**config.mk**
```make
export PLATFORM = sky130hd
export DESIGN_NAME = weighted_round_robin_runqueue_core
export DESIGN_NICKNAME = d
export VERILOG_FILES = /design/src/hw/rtl/wrrq_pkg.sv /design/src/hw/rtl/weighted_round_robin_runqueue_core.sv /design/src/hw/rtl/wrrq_exec.sv
export SDC_FILE = /design/constraint.sdc
export NUM_CORES = 2
export LEC_CHECK = 0
export ABC_AREA = 1
export BUFFER_PORTS_ARGS = -buffer_cell sky130_fd_sc_hd__buf_2
export CORE_MARGIN = 4
export CORE_UTILIZATION = 30
export DETAILED_ROUTE_END_ITERATION = 12
export PLACE_DENSITY = 0.43
export SKIP_CTS_REPAIR_TIMING = 1
export SLEW_MARGIN = 15
export SYNTH_ARGS = -nofsm -noshare
export SYNTH_HDL_FRONTEND = slang
export SYNTH_SLANG_ARGS = --single-unit
```
**constraint.sdc**
```tcl
create_clock -name clk -period 10.1 [get_ports clk]
set_input_delay 1.01 -clock clk [delete_from_list [all_inputs] [get_ports clk]]
set_output_delay 1.01 -clock clk [all_outputs]
set_load 0.01 [all_outputs]
```
**src/hw/rtl/wrrq_pkg.sv**
```systemverilog
// Shared types, widths and codes of the weighted round-robin run queue.
// Used by wrrq_exec and weighted_round_robin_runqueue_core; no dependencies.
package wrrq_pkg;

  localparam int MAX_TASKS   = 64;
  localparam int TASK_W      = $clog2(MAX_TASKS);
  localparam int WEIGHT_W    = 5;
  localparam int MAX_WEIGHT  = 20;
  localparam int SLICE_W     = 8;
  localparam int TOTAL_W     = 11;
  localparam int COUNT_W     = 7;
  localparam int RATE_W      = 10;
  localparam int MODE_W      = 3;

  // floor(x / 100) == (x * RECIP_100) >> RECIP_SHIFT for every x below 2^15
  localparam int RECIP_SHIFT = 22;
  localparam int RECIP_100   = 41944;
  localparam int SCALE_W     = 26;
  localparam int RATE_RESET  = 100;
  localparam int PROD_W      = WEIGHT_W + SCALE_W;
  localparam int QUO_W       = PROD_W - RECIP_SHIFT;

  localparam int IN_DATA_W   = 16;
  localparam int OUT_DATA_W  = 40;

  typedef logic [TASK_W-1:0]   task_id_t;
  typedef logic [WEIGHT_W-1:0] weight_t;
  typedef logic [SLICE_W-1:0]  slice_t;
  typedef logic [TOTAL_W-1:0]  total_t;
  typedef logic [COUNT_W-1:0]  count_t;
  typedef logic [SCALE_W-1:0]  scale_t;

  typedef enum logic [MODE_W-1:0] {
    MODE_ENQUEUE = 3'd0,
    MODE_DEQUEUE = 3'd1,
    MODE_YIELD   = 3'd2,
    MODE_TICK    = 3'd3,
    MODE_SET_WT  = 3'd4
  } mode_t;

  typedef enum logic [1:0] {
    STAT_OK         = 2'd0,
    STAT_BAD_WEIGHT = 2'd1,
    STAT_NOT_QUEUED = 2'd2,
    STAT_DUPLICATE  = 2'd3
  } status_t;

  typedef struct packed {
    logic [MODE_W-1:0] mode;
    task_id_t          tid;
    weight_t           weight;
  } item_t;

  // queue bookkeeping kept in flops
  typedef struct packed {
    task_id_t head;
    task_id_t tail;
    count_t   count;
    total_t   total;
  } rq_state_t;

  // registered store reads for the item in execute
  typedef struct packed {
    weight_t  w_tid;
    weight_t  w_head;
    slice_t   s_tid;
    slice_t   s_head;
    task_id_t n_tid;
    task_id_t n_head;
    task_id_t p_tid;
  } rd_data_t;

  // store and flag writes produced by one operation
  typedef struct packed {
    logic     w_we;
    task_id_t w_addr;
    weight_t  w_data;
    logic     s_we;
    task_id_t s_addr;
    slice_t   s_data;
    logic     n_we;
    task_id_t n_addr;
    task_id_t n_data;
    logic     p_we;
    task_id_t p_addr;
    task_id_t p_data;
    logic     f_we;
    task_id_t f_addr;
    logic     f_data;
  } wr_req_t;

  // result beat, last field in the lowest bits
  typedef struct packed {
    slice_t   task_slice;
    count_t   queued_count;
    total_t   total_weight;
    logic     need_resched;
    task_id_t head_task;
    logic     head_valid;
    status_t  status;
  } result_t;

endpackage

```
**src/hw/rtl/weighted_round_robin_runqueue_core.sv**
```systemverilog
// Top level of the weighted round-robin run queue: stores, execute stage, result register.
// Depends on wrrq_pkg and wrrq_exec.
//
// Usage
// - in_*: one operation per beat. in_tuser carries the mode (enqueue, dequeue,
//   yield, tick, set weight); in_tdata carries task_id and weight.
// - out_*: one result beat per operation, in order: status, head, need_resched,
//   weight sum, queued count and the slice of the named task.
// - cfg_*: tick_rate writes; cfg_ready is always high. Write only while idle.
// Timing
// - An accepted beat sits in the execute register; its result is loaded into
//   the output register once that register is free or being emptied, and
//   out_tvalid then rises.
// - One beat per cycle sustained while out_tready is high. Each operation is
//   a fixed set of link and store updates; store reads for the next beat are
//   taken at the same edge, addressed by its task id and by the head the
//   current operation leaves, with write data bypassed on an address match.
// Reset and stall
// - rst_n (synchronous) empties the queue and sets tick_rate to 100; the task
//   stores are not cleared.
// - When out_tready is low with a result waiting, the result holds, the execute
//   stage holds any beat it has, and in_tready drops until the result is taken.
module weighted_round_robin_runqueue_core
  import wrrq_pkg::*;
(
  input  logic                  clk,
  input  logic                  rst_n,
  // operation channel
  input  logic                  in_tvalid,
  output logic                  in_tready,
  input  logic [IN_DATA_W-1:0]  in_tdata,   // [5:0] task_id, [10:6] weight, rest zero
  input  logic [MODE_W-1:0]     in_tuser,   // [2:0] mode
  // result channel
  output logic                  out_tvalid,
  input  logic                  out_tready,
  output logic [OUT_DATA_W-1:0] out_tdata,  // [1:0] status, [2] head_valid,
                                            // [8:3] head_task, [9] need_resched,
                                            // [20:10] total_weight,
                                            // [27:21] queued_count,
                                            // [35:28] task_slice, rest zero
  // configuration channel
  input  logic                  cfg_valid,
  output logic                  cfg_ready,
  input  logic [RATE_W-1:0]     cfg_data    // tick_rate
);

  // per-task stores
  weight_t  weight_mem [MAX_TASKS];
  slice_t   slice_mem  [MAX_TASKS];
  task_id_t next_mem   [MAX_TASKS];
  task_id_t prev_mem   [MAX_TASKS];

  logic [MAX_TASKS-1:0] queued_r, queued_nxt;
  rq_state_t st_r, st_nxt, exec_st;
  scale_t    scale_r;
  logic      e_valid_r;
  item_t     item_r;
  rd_data_t  rd_r;
  logic      out_valid_r;
  result_t   out_data_r, exec_res;
  wr_req_t   exec_wr;

  logic      commit;
  logic      in_fire;
  task_id_t  in_tid;
  weight_t   in_weight;
  task_id_t  head_addr;

  // bypass hits for the reads taken with the incoming beat
  logic hit_w_tid, hit_w_head, hit_s_tid, hit_s_head;
  logic hit_n_tid, hit_n_head, hit_p_tid;

  assign in_tid    = in_tdata[TASK_W-1:0];
  assign in_weight = in_tdata[TASK_W +: WEIGHT_W];

  // execute retires when the output register is free or being emptied
  assign commit    = e_valid_r && (!out_valid_r || out_tready);
  assign in_tready = !e_valid_r || commit;
  assign in_fire   = in_tvalid && in_tready;
  assign cfg_ready = 1'b1;

  wrrq_exec u_exec (
    .item   (item_r),
    .rd     (rd_r),
    .st     (st_r),
    .q_tid  (queued_r[item_r.tid]),
    .scale  (scale_r),
    .st_nxt (exec_st),
    .wr     (exec_wr),
    .res    (exec_res)
  );

  always_comb begin
    st_nxt     = commit ? exec_st : st_r;
    head_addr  = st_nxt.head;
    queued_nxt = queued_r;
    if (commit && exec_wr.f_we) begin
      queued_nxt[exec_wr.f_addr] = exec_wr.f_data;
    end
  end

  always_comb begin
    hit_w_tid  = commit && exec_wr.w_we && (exec_wr.w_addr == in_tid);
    hit_w_head = commit && exec_wr.w_we && (exec_wr.w_addr == head_addr);
    hit_s_tid  = commit && exec_wr.s_we && (exec_wr.s_addr == in_tid);
    hit_s_head = commit && exec_wr.s_we && (exec_wr.s_addr == head_addr);
    hit_n_tid  = commit && exec_wr.n_we && (exec_wr.n_addr == in_tid);
    hit_n_head = commit && exec_wr.n_we && (exec_wr.n_addr == head_addr);
    hit_p_tid  = commit && exec_wr.p_we && (exec_wr.p_addr == in_tid);
  end

  // control state
  always_ff @(posedge clk) begin
    if (!rst_n) begin
      e_valid_r   <= 1'b0;
      out_valid_r <= 1'b0;
      st_r        <= '0;
      queued_r    <= '0;
      scale_r     <= SCALE_W'(RATE_RESET * RECIP_100);
    end else begin
      if (cfg_valid) begin
        scale_r <= SCALE_W'(cfg_data) * SCALE_W'(RECIP_100);
      end
      if (in_fire) begin
        e_valid_r <= 1'b1;
      end else if (commit) begin
        e_valid_r <= 1'b0;
      end
      if (commit) begin
        out_valid_r <= 1'b1;
      end else if (out_tready) begin
        out_valid_r <= 1'b0;
      end
      st_r     <= st_nxt;
      queued_r <= queued_nxt;
    end
  end

  // payload registers
  always_ff @(posedge clk) begin
    if (in_fire) begin
      item_r.mode   <= in_tuser;
      item_r.tid    <= in_tid;
      item_r.weight <= in_weight;
    end
    if (commit) begin
      out_data_r <= exec_res;
    end
  end

  // store writes
  always_ff @(posedge clk) begin
    if (commit && exec_wr.w_we) begin
      weight_mem[exec_wr.w_addr] <= exec_wr.w_data;
    end
    if (commit && exec_wr.s_we) begin
      slice_mem[exec_wr.s_addr] <= exec_wr.s_data;
    end
    if (commit && exec_wr.n_we) begin
      next_mem[exec_wr.n_addr] <= exec_wr.n_data;
    end
    if (commit && exec_wr.p_we) begin
      prev_mem[exec_wr.p_addr] <= exec_wr.p_data;
    end
  end

  // registered store reads for the beat entering execute
  always_ff @(posedge clk) begin
    if (in_fire) begin
      rd_r.w_tid  <= hit_w_tid  ? exec_wr.w_data : weight_mem[in_tid];
      rd_r.w_head <= hit_w_head ? exec_wr.w_data : weight_mem[head_addr];
      rd_r.s_tid  <= hit_s_tid  ? exec_wr.s_data : slice_mem[in_tid];
      rd_r.s_head <= hit_s_head ? exec_wr.s_data : slice_mem[head_addr];
      rd_r.n_tid  <= hit_n_tid  ? exec_wr.n_data : next_mem[in_tid];
      rd_r.n_head <= hit_n_head ? exec_wr.n_data : next_mem[head_addr];
      rd_r.p_tid  <= hit_p_tid  ? exec_wr.p_data : prev_mem[in_tid];
    end
  end

  assign out_tvalid = out_valid_r;
  assign out_tdata  = {(OUT_DATA_W - $bits(result_t))'(0), out_data_r};

endmodule

```
**src/hw/rtl/wrrq_exec.sv**
```systemverilog
// One run-queue operation as combinational logic: state, store reads -> writes, result.
// Depends on wrrq_pkg.
module wrrq_exec
  import wrrq_pkg::*;
(
  input  item_t     item,
  input  rd_data_t  rd,
  input  rq_state_t st,
  input  logic      q_tid,    // queued flag of item.tid
  input  scale_t    scale,    // tick_rate * RECIP_100
  output rq_state_t st_nxt,
  output wr_req_t   wr,
  output result_t   res
);

  logic               wvalid;
  weight_t            fs_w;
  logic [PROD_W-1:0]  prod;
  logic [QUO_W-1:0]   quo;
  slice_t             full;
  status_t            status;
  logic               resched;

  // full slice = weight * tick_rate / 100, saturated
  always_comb begin
    fs_w = (mode_t'(item.mode) == MODE_TICK) ? rd.w_head : item.weight;
    prod = PROD_W'(fs_w) * PROD_W'(scale);
    quo  = prod[PROD_W-1:RECIP_SHIFT];
    full = (quo > QUO_W'(2**SLICE_W - 1)) ? '1 : quo[SLICE_W-1:0];
  end

  assign wvalid = (item.weight != '0) && (item.weight <= WEIGHT_W'(MAX_WEIGHT));

  always_comb begin
    st_nxt  = st;
    wr      = '0;
    status  = STAT_OK;
    resched = 1'b0;
    case (mode_t'(item.mode))
      MODE_ENQUEUE: begin
        if (!wvalid) begin
          status = STAT_BAD_WEIGHT;
        end else if (q_tid) begin
          status = STAT_DUPLICATE;
        end else begin
          wr.w_we   = 1'b1;
          wr.w_addr = item.tid;
          wr.w_data = item.weight;
          wr.s_we   = 1'b1;
          wr.s_addr = item.tid;
          wr.s_data = full;
          if (st.count == '0) begin
            st_nxt.head = item.tid;
          end else begin
            wr.n_we   = 1'b1;
            wr.n_addr = st.tail;
            wr.n_data = item.tid;
            wr.p_we   = 1'b1;
            wr.p_addr = item.tid;
            wr.p_data = st.tail;
          end
          st_nxt.tail  = item.tid;
          wr.f_we      = 1'b1;
          wr.f_addr    = item.tid;
          wr.f_data    = 1'b1;
          st_nxt.count = st.count + 1'b1;
          st_nxt.total = st.total + TOTAL_W'(item.weight);
        end
      end
      MODE_DEQUEUE: begin
        if (!q_tid) begin
          status = STAT_NOT_QUEUED;
        end else begin
          st_nxt.total = st.total - TOTAL_W'(rd.w_tid);
          if (item.tid == st.head) begin
            st_nxt.head = rd.n_tid;
          end else begin
            wr.n_we   = 1'b1;
            wr.n_addr = rd.p_tid;
            wr.n_data = rd.n_tid;
          end
          if (item.tid == st.tail) begin
            st_nxt.tail = rd.p_tid;
          end else begin
            wr.p_we   = 1'b1;
            wr.p_addr = rd.n_tid;
            wr.p_data = rd.p_tid;
          end
          wr.f_we      = 1'b1;
          wr.f_addr    = item.tid;
          wr.f_data    = 1'b0;
          st_nxt.count = st.count - 1'b1;
          if (st.count == COUNT_W'(1)) begin
            st_nxt.head = '0;
            st_nxt.tail = '0;
          end
        end
      end
      MODE_YIELD: begin
        if (st.count > COUNT_W'(1)) begin
          // head moves to the tail; prev of the new head is never read
          st_nxt.head = rd.n_head;
          st_nxt.tail = st.head;
          wr.n_we     = 1'b1;
          wr.n_addr   = st.tail;
          wr.n_data   = st.head;
          wr.p_we     = 1'b1;
          wr.p_addr   = st.head;
          wr.p_data   = st.tail;
        end
      end
      MODE_TICK: begin
        if (st.count != '0) begin
          wr.s_we   = 1'b1;
          wr.s_addr = st.head;
          if (rd.s_head > SLICE_W'(1)) begin
            wr.s_data = rd.s_head - 1'b1;
          end else begin
            wr.s_data = full;
            if (st.count > COUNT_W'(1)) begin
              resched     = 1'b1;
              st_nxt.head = rd.n_head;
              st_nxt.tail = st.head;
              wr.n_we     = 1'b1;
              wr.n_addr   = st.tail;
              wr.n_data   = st.head;
              wr.p_we     = 1'b1;
              wr.p_addr   = st.head;
              wr.p_data   = st.tail;
            end
          end
        end
      end
      MODE_SET_WT: begin
        if (!wvalid) begin
          status = STAT_BAD_WEIGHT;
        end else begin
          if (q_tid) begin
            st_nxt.total = st.total - TOTAL_W'(rd.w_tid) + TOTAL_W'(item.weight);
          end
          wr.w_we   = 1'b1;
          wr.w_addr = item.tid;
          wr.w_data = item.weight;
          // the running head keeps its slice
          if (!(q_tid && (item.tid == st.head))) begin
            wr.s_we   = 1'b1;
            wr.s_addr = item.tid;
            wr.s_data = full;
          end
        end
      end
      default: begin
      end
    endcase
  end

  always_comb begin
    res.status       = status;
    res.head_valid   = (st_nxt.count != '0);
    res.head_task    = (st_nxt.count != '0) ? st_nxt.head : '0;
    res.need_resched = resched;
    res.total_weight = st_nxt.total;
    res.queued_count = st_nxt.count;
    res.task_slice   = (wr.s_we && (wr.s_addr == item.tid)) ? wr.s_data : rd.s_tid;
  end

endmodule
```
---- Word level (Yosys, flattened, before mapping) ----
Memory sizes are Yosys's and may differ from the RTL's. A register that Yosys moved wholly into a read port is not among the register bits.
Cells that the tools add are included.
Widths: inputs -> output; s select.
cells by class
  multiplexer cells ....................... 58
  bitwise operators ....................... 2
  $mul .................................... 2
  order comparisons ....................... 7
  equality and inequality tests ........... 14
  reduce and logical (&&, ||, !) cells .... 25
  add/sub/neg operators ................... 6
operator list
  cell                    number
  $mux 61                 2
  $mux 30                 4
  $pmux 26 s4             1
  $mux 26                 3
  $bwmux 64               1
  $mux 12                 4
  $pmux 12 s4             1
  $pmux 15 s3             1
  $mux 41                 1
  $mux 34                 1
  $pmux 11 s3             1
  $mul 5x23->28           1
  $mux 27                 1
  $mux 13                 2
  $mux 8                  3
  $pmux 12 s2             1
  $mul 10x13->23 const B  1
  $add 11x5->11           2
  $mux 11                 2
  $eq 6x6->1              3
  $mux 6                  3
  $mux 1                  16
  $pmux 8 s2              1
  $mux 15                 1
  other kinds (35)        57
word-level totals
  bits in writable memories ............... 1600
  output and inout bits ................... 43
  register bits after elaboration ......... 169
  memories kept ........................... 4
memory list
  memory      words  width  read ports  clocked after memory_dff  wr ports  RTL line                                  text
  slice_mem   64     8      2           2                         1         weighted_round_robin_runqueue_core.sv:49  slice_t slice_mem [MAX_TASKS];
  next_mem    64     6      2           2                         1         weighted_round_robin_runqueue_core.sv:50  task_id_t next_mem [MAX_TASKS];
  prev_mem    64     6      1           1                         1         weighted_round_robin_runqueue_core.sv:51  task_id_t prev_mem [MAX_TASKS];
  weight_mem  64     5      2           2                         1         weighted_round_robin_runqueue_core.sv:48  weight_t weight_mem [MAX_TASKS];

---- Depth between registers and ports, before layout ----
  word-level depth ........................ 13
  gate-level depth with buffers ........... 33
  gate-level depth less buffers ........... 30

---- By module ----
Synthesis repeated with hierarchy kept, for this count alone.
unflattened totals
  cells, all modules ...................... 11271
  area, all modules ....................... 99056.3 sq um
modules (own cells, without submodules)
  module                              times used  area an instance (sq um)  cells each  seq. area each (sq um)
  weighted_round_robin_runqueue_core  1           91106.1                   9927        53251.1
  wrrq_exec                           1           7950.1                    1344        0.0

---- Least setup slack after synthesis ----
No wires, ideal clock.
  path kind ............................... reg2reg
  start point ............................. reg item_r[13] (netlist name)
  end point ............................... mem slice_mem[0][3] (netlist name) (data pin)
  setup time .............................. 611 ps
  cell stages (with the launch flop) ...... 28
  clock period less this slack ............ 7203 ps
  arrival time ............................ 6592 ps
  buffers on the path ..................... 3
  setup slack ............................. 2897 ps
  cell sequence ........................... edfxtp_1 -> buf_2 -> inv_2 -> nand3_1 -> clkbuf_1 -> o21ai_0 -> clkbuf_1 -> nor2_1 -> fa_1 -> fa_1 -> inv_1 -> fa_1 -> inv_1 -> ha_1 -> nand2_1 -> inv_1 -> and3_1 -> nand4_1 -> o21ai_1 -> nand2_1 -> o211ai_1 -> nand2_1 -> a31oi_1 -> nand2_1 -> nand2_1 -> xor2_1 -> inv_2 -> a31oi_1
RTL lines
  what                RTL line                                  text
  start: declaration  weighted_round_robin_runqueue_core.sv:57  item_t item_r;
  end: declaration    weighted_round_robin_runqueue_core.sv:49

==> results.json <==
{
  "status": "completed",
  "drive_gt1_frac": 0.0687,
  "placed_area_um2": 98500,
  "cellPowerDensity_nw_per_um2": 192,
  "register_area_um2": 53300,
  "synth_fa_ha_area_frac": 0.0382,
  "initial_core_util": 0.302,
  "grt_pass1_wl_um": 515000,
  "rsz0062_at_grt": "no",
  "cts_buffer_depth": 4,
  "cp_top_family": "compound AO/OA/AOI/OAI gates",
  "synth.distinct_cells": 65,
  "fp.dieW_um": 568,
  "p_seq_frac": 0.419,
  "grt_max_degree": 167,
  "synth_top_family_by_area": "simple AND/OR/NAND/NOR gates",
  "grt_overflow": 0,
  "critPathMaxFanout": 66,
  "numCtsBuffers": 215,
  "io_buffer_count": 66,
  "io_pins": 77,
  "grt_pass1_vias": 74100,
  "wirelength_um": 357000,
  "nFillCells": 31700,
  "cts_root_buffer": "clkbuf_16",
  "swShare": 0.303,
  "power_switching_mw": 6.15,
  "ys_ff_latch": 1813,
  "layout_min_cycle_time_ns": 7.81,
  "drv_cap": 0,
  "cp_num_buf_inv": 7,
  "cp_data_arrival_time_ns": 8.44,
  "total_power_mw": 20.3,
  "synth_area_per_cell_um2": 9.33,
  "synth_compound_area_frac": 0.126,
  "required_ns": 10.74,
  "ant_nets": 0,
  "combPwrFrac": 0.200,
  "dr.first_iter.drc_count": 9358,
  "hold_viol": 0,
  "slew_headroom": 0.171,
  "synthArstFlopShare": 0,
  "slowest_stage": "o21ai_2",
  "netlist_area_um2": 94100,
  "synth_xor_area_frac": 0.00577,
  "tns_ns": 0,
  "crit_top_cell": "nand2_1",
  "die-area_um2": 323000,
  "worst-setup-path-type": "flop to flop",
  "synthCells": 10100,
  "tightest_slew_ns": 1.24,
  "route.detailed.drc": 0,
  "yosysSeqAreaShare": 0.566,
  "htreeDepth": 4,
  "wl_per_cell_um": 25.3,
  "multi_input_area_um2": 36100,
  "gp_congestion": 0.870,
  "vdd_ir_drop_max_mv": 0.132,
  "ys.flop_type": "edfxtp_1",
  "nets": 10100,
  "synth_simple_gate_area_frac": 0.210,
  "fin_crit_sh": 0.773,
  "vias": 78100,
  "drv_slew": 0,
  "power_leakage_nw": 37.4,
  "worst_setup_path_start_kind": "flop",
  "dr.pass1.iters": 6,
  "pwr-share-clk": 0.382,
  "fmax_ghz": 0.128,
  "hold_class": "input pin to flop",
  "area_delta_synth_final_pct": 12.0,
  "synth_edf_count": 1694,
  "insertion_delay_ns": 0.89,
  "skew_ns": 0.0679,
  "die_y_um": 568,
  "max_stage_delay_ns": 0.88,
  "cts.sinks": 1813,
  "grt_usage": 0.212,
  "synthMuxAreaShare": 0,
  "clkTransAtPathRegs_ns": 0.07,
  "setup_viol": 0,
  "final_area_um2": 105000,
  "cts_tree": "done",
  "coreArea_um2": 312000,
  "grt_antenna_before_repair": 14,
  "fin_ws_ns": 2.29,
  "vias_per_cell": 5.53,
  "intPower_mw": 14.1,
  "ys_warn_count": 0,
  "num_rows": 205,
  "hpwl_um": 206000,
  "pre_cts_ws_ns": 2.43,
  "end_kind": "flop"
}
power by group through the flow:
stage          clock network, mW  registers (mW)  logic, mW
2_1_floorplan                  0            8.64       2.64
6_report                    7.74            8.49       4.05
3_5_place_dp                   0            8.65       4.04
4_1_cts                     7.93            8.49       4.05
5_1_grt                     8.22            8.50       4.48
3_3_place_gp                   0            8.65       4.05
cells in the mapped netlist, types with 25 or more instances:
library cell	n	area share
edfxtp_1	1694	0.54
clkbuf_1	478	0.019
a311oi_1	61	0.0057
buf_2	152	0.0081
nor2_1	1489	0.059
fa_1	99	0.021
o21ai_0	1182	0.063
nor4_1	31	0.0021
inv_2	25	0.0010
dfxtp_1	119	0.025
nor3_1	43	0.0023
a21oi_1	230	0.012
nand3_1	1459	0.078
buf_1	43	0.0017
ha_1	129	0.017
nand2_1	1538	0.061
buf_4	50	0.0040
inv_1	478	0.019
o221ai_1	49	0.0046
xor2_1	44	0.0041
o22ai_1	437	0.029
path summary, 6_finish.rpt:
path         slack [ns]           end    startpoint  cells past startpoint
max                2.29      rd_r[30]    item_r[13]                     28
min                0.36     item_r[4]  in_tdata[10]                      1
max reg2reg        2.29      rd_r[30]    item_r[13]                     28
min reg2reg        0.51  queued_r[30]  queued_r[30]                      2
flip-flops by register name, indices dropped and copies added (netlist names):
| name | count |
|---|---|
| prev_mem | 384 |
| next_mem | 384 |
| scale_r | 23 |
| queued_r | 64 |
| st_r | 30 |
| out_tvalid | 1 |
| item_r | 14 |
| weight_mem | 320 |
| out_tdata | 36 |
| e_valid_r | 1 |
| rd_r | 44 |
| slice_mem | 512 |
layer usage:
metal,up-vias,GRT usage,routed length [um]
met2,3759,0.334,162000
met1,38600,0.298,156000
li1,35200,-,-
met5,-,0,22
met4,4,0.0627,10200
met3,623,0.0343,29300
worst reg2reg max path, delay by kind of cell (launching register included):
kind	cells	cell delay, ns
buf+inv	7	1.55
compound gates	6	2.13
simple gates	10	1.47
flops	1	0.58
xor+xnor	1	0.09
fa+ha+maj	4	1.75
through the flow:
stage	instances	util	hold slack, ns
finish	14100	0.338	0.365
floorplan	10100	-	0.485
global placement	13700	0.316	0.492
CTS	14100	0.338	0.271
detailed placement	13700	0.316	0.499
global route	14100	0.338	0.316
cells by family after synthesis:
logic type,after synthesis
AND/OR/NAND/NOR,4638
other,2
AO/OA/AOI/OAI,2099
flip-flops,1813
XOR/XNOR,62
buffers and inverters,1240
adder cells (fa/ha/maj),228
cell usage in the layout (no fill, tap or decap), types with 8 or more instances in the layout:
cell type   Yosys  layout
nor2_2          6      14
clkinv_2        0      36
a211oi_1        8       8
o21a_1          8       8
clkbuf_16       0     218
o22ai_1       437     432
clkinv_1        7      51
nor4_2          2      18
buf_2         152      61
o21ai_0      1182    1178
bufinv_16       0      23
nor4_1         31      14
a221oi_1       13      13
o221ai_1       49      49
edfxtp_1     1694    1694
xnor2_1        18      18
fa_1           99      99
dfxtp_1       119     119
nand2_1      1538    1528
a31oi_1        16      14
nand3b_1       13      13
inv_2          25      33
buf_12          0      23
inv_1         478     462
nand2_2         6      10
clkinvlp_4      0      12
o21ai_1        22      21
ha_1          129     129
clkbuf_1      478      46
buf_4          50     155
nand3_1      1459    1458
a21oi_1       230     230
xor2_1         44      44
nor2_4          5      10
o211ai_1       21      21
o32ai_1        13      13
a311oi_1       61      61
nor2_1       1489    1476
nand4_1        22      22
nor3_1         43      43
area by class of cell:
class	instances	share of cell area
clock inverters	125	0.0118
diodes	6	0.000142
flip-flops and latches	1813	0.505
inverters	510	0.0185
well taps	4140	0.0492
repair buffers	243	0.0188
clock buffers	264	0.0534
multi-input cells	7032	0.343
Note: power is estimated with default switching activity, not from simulation.
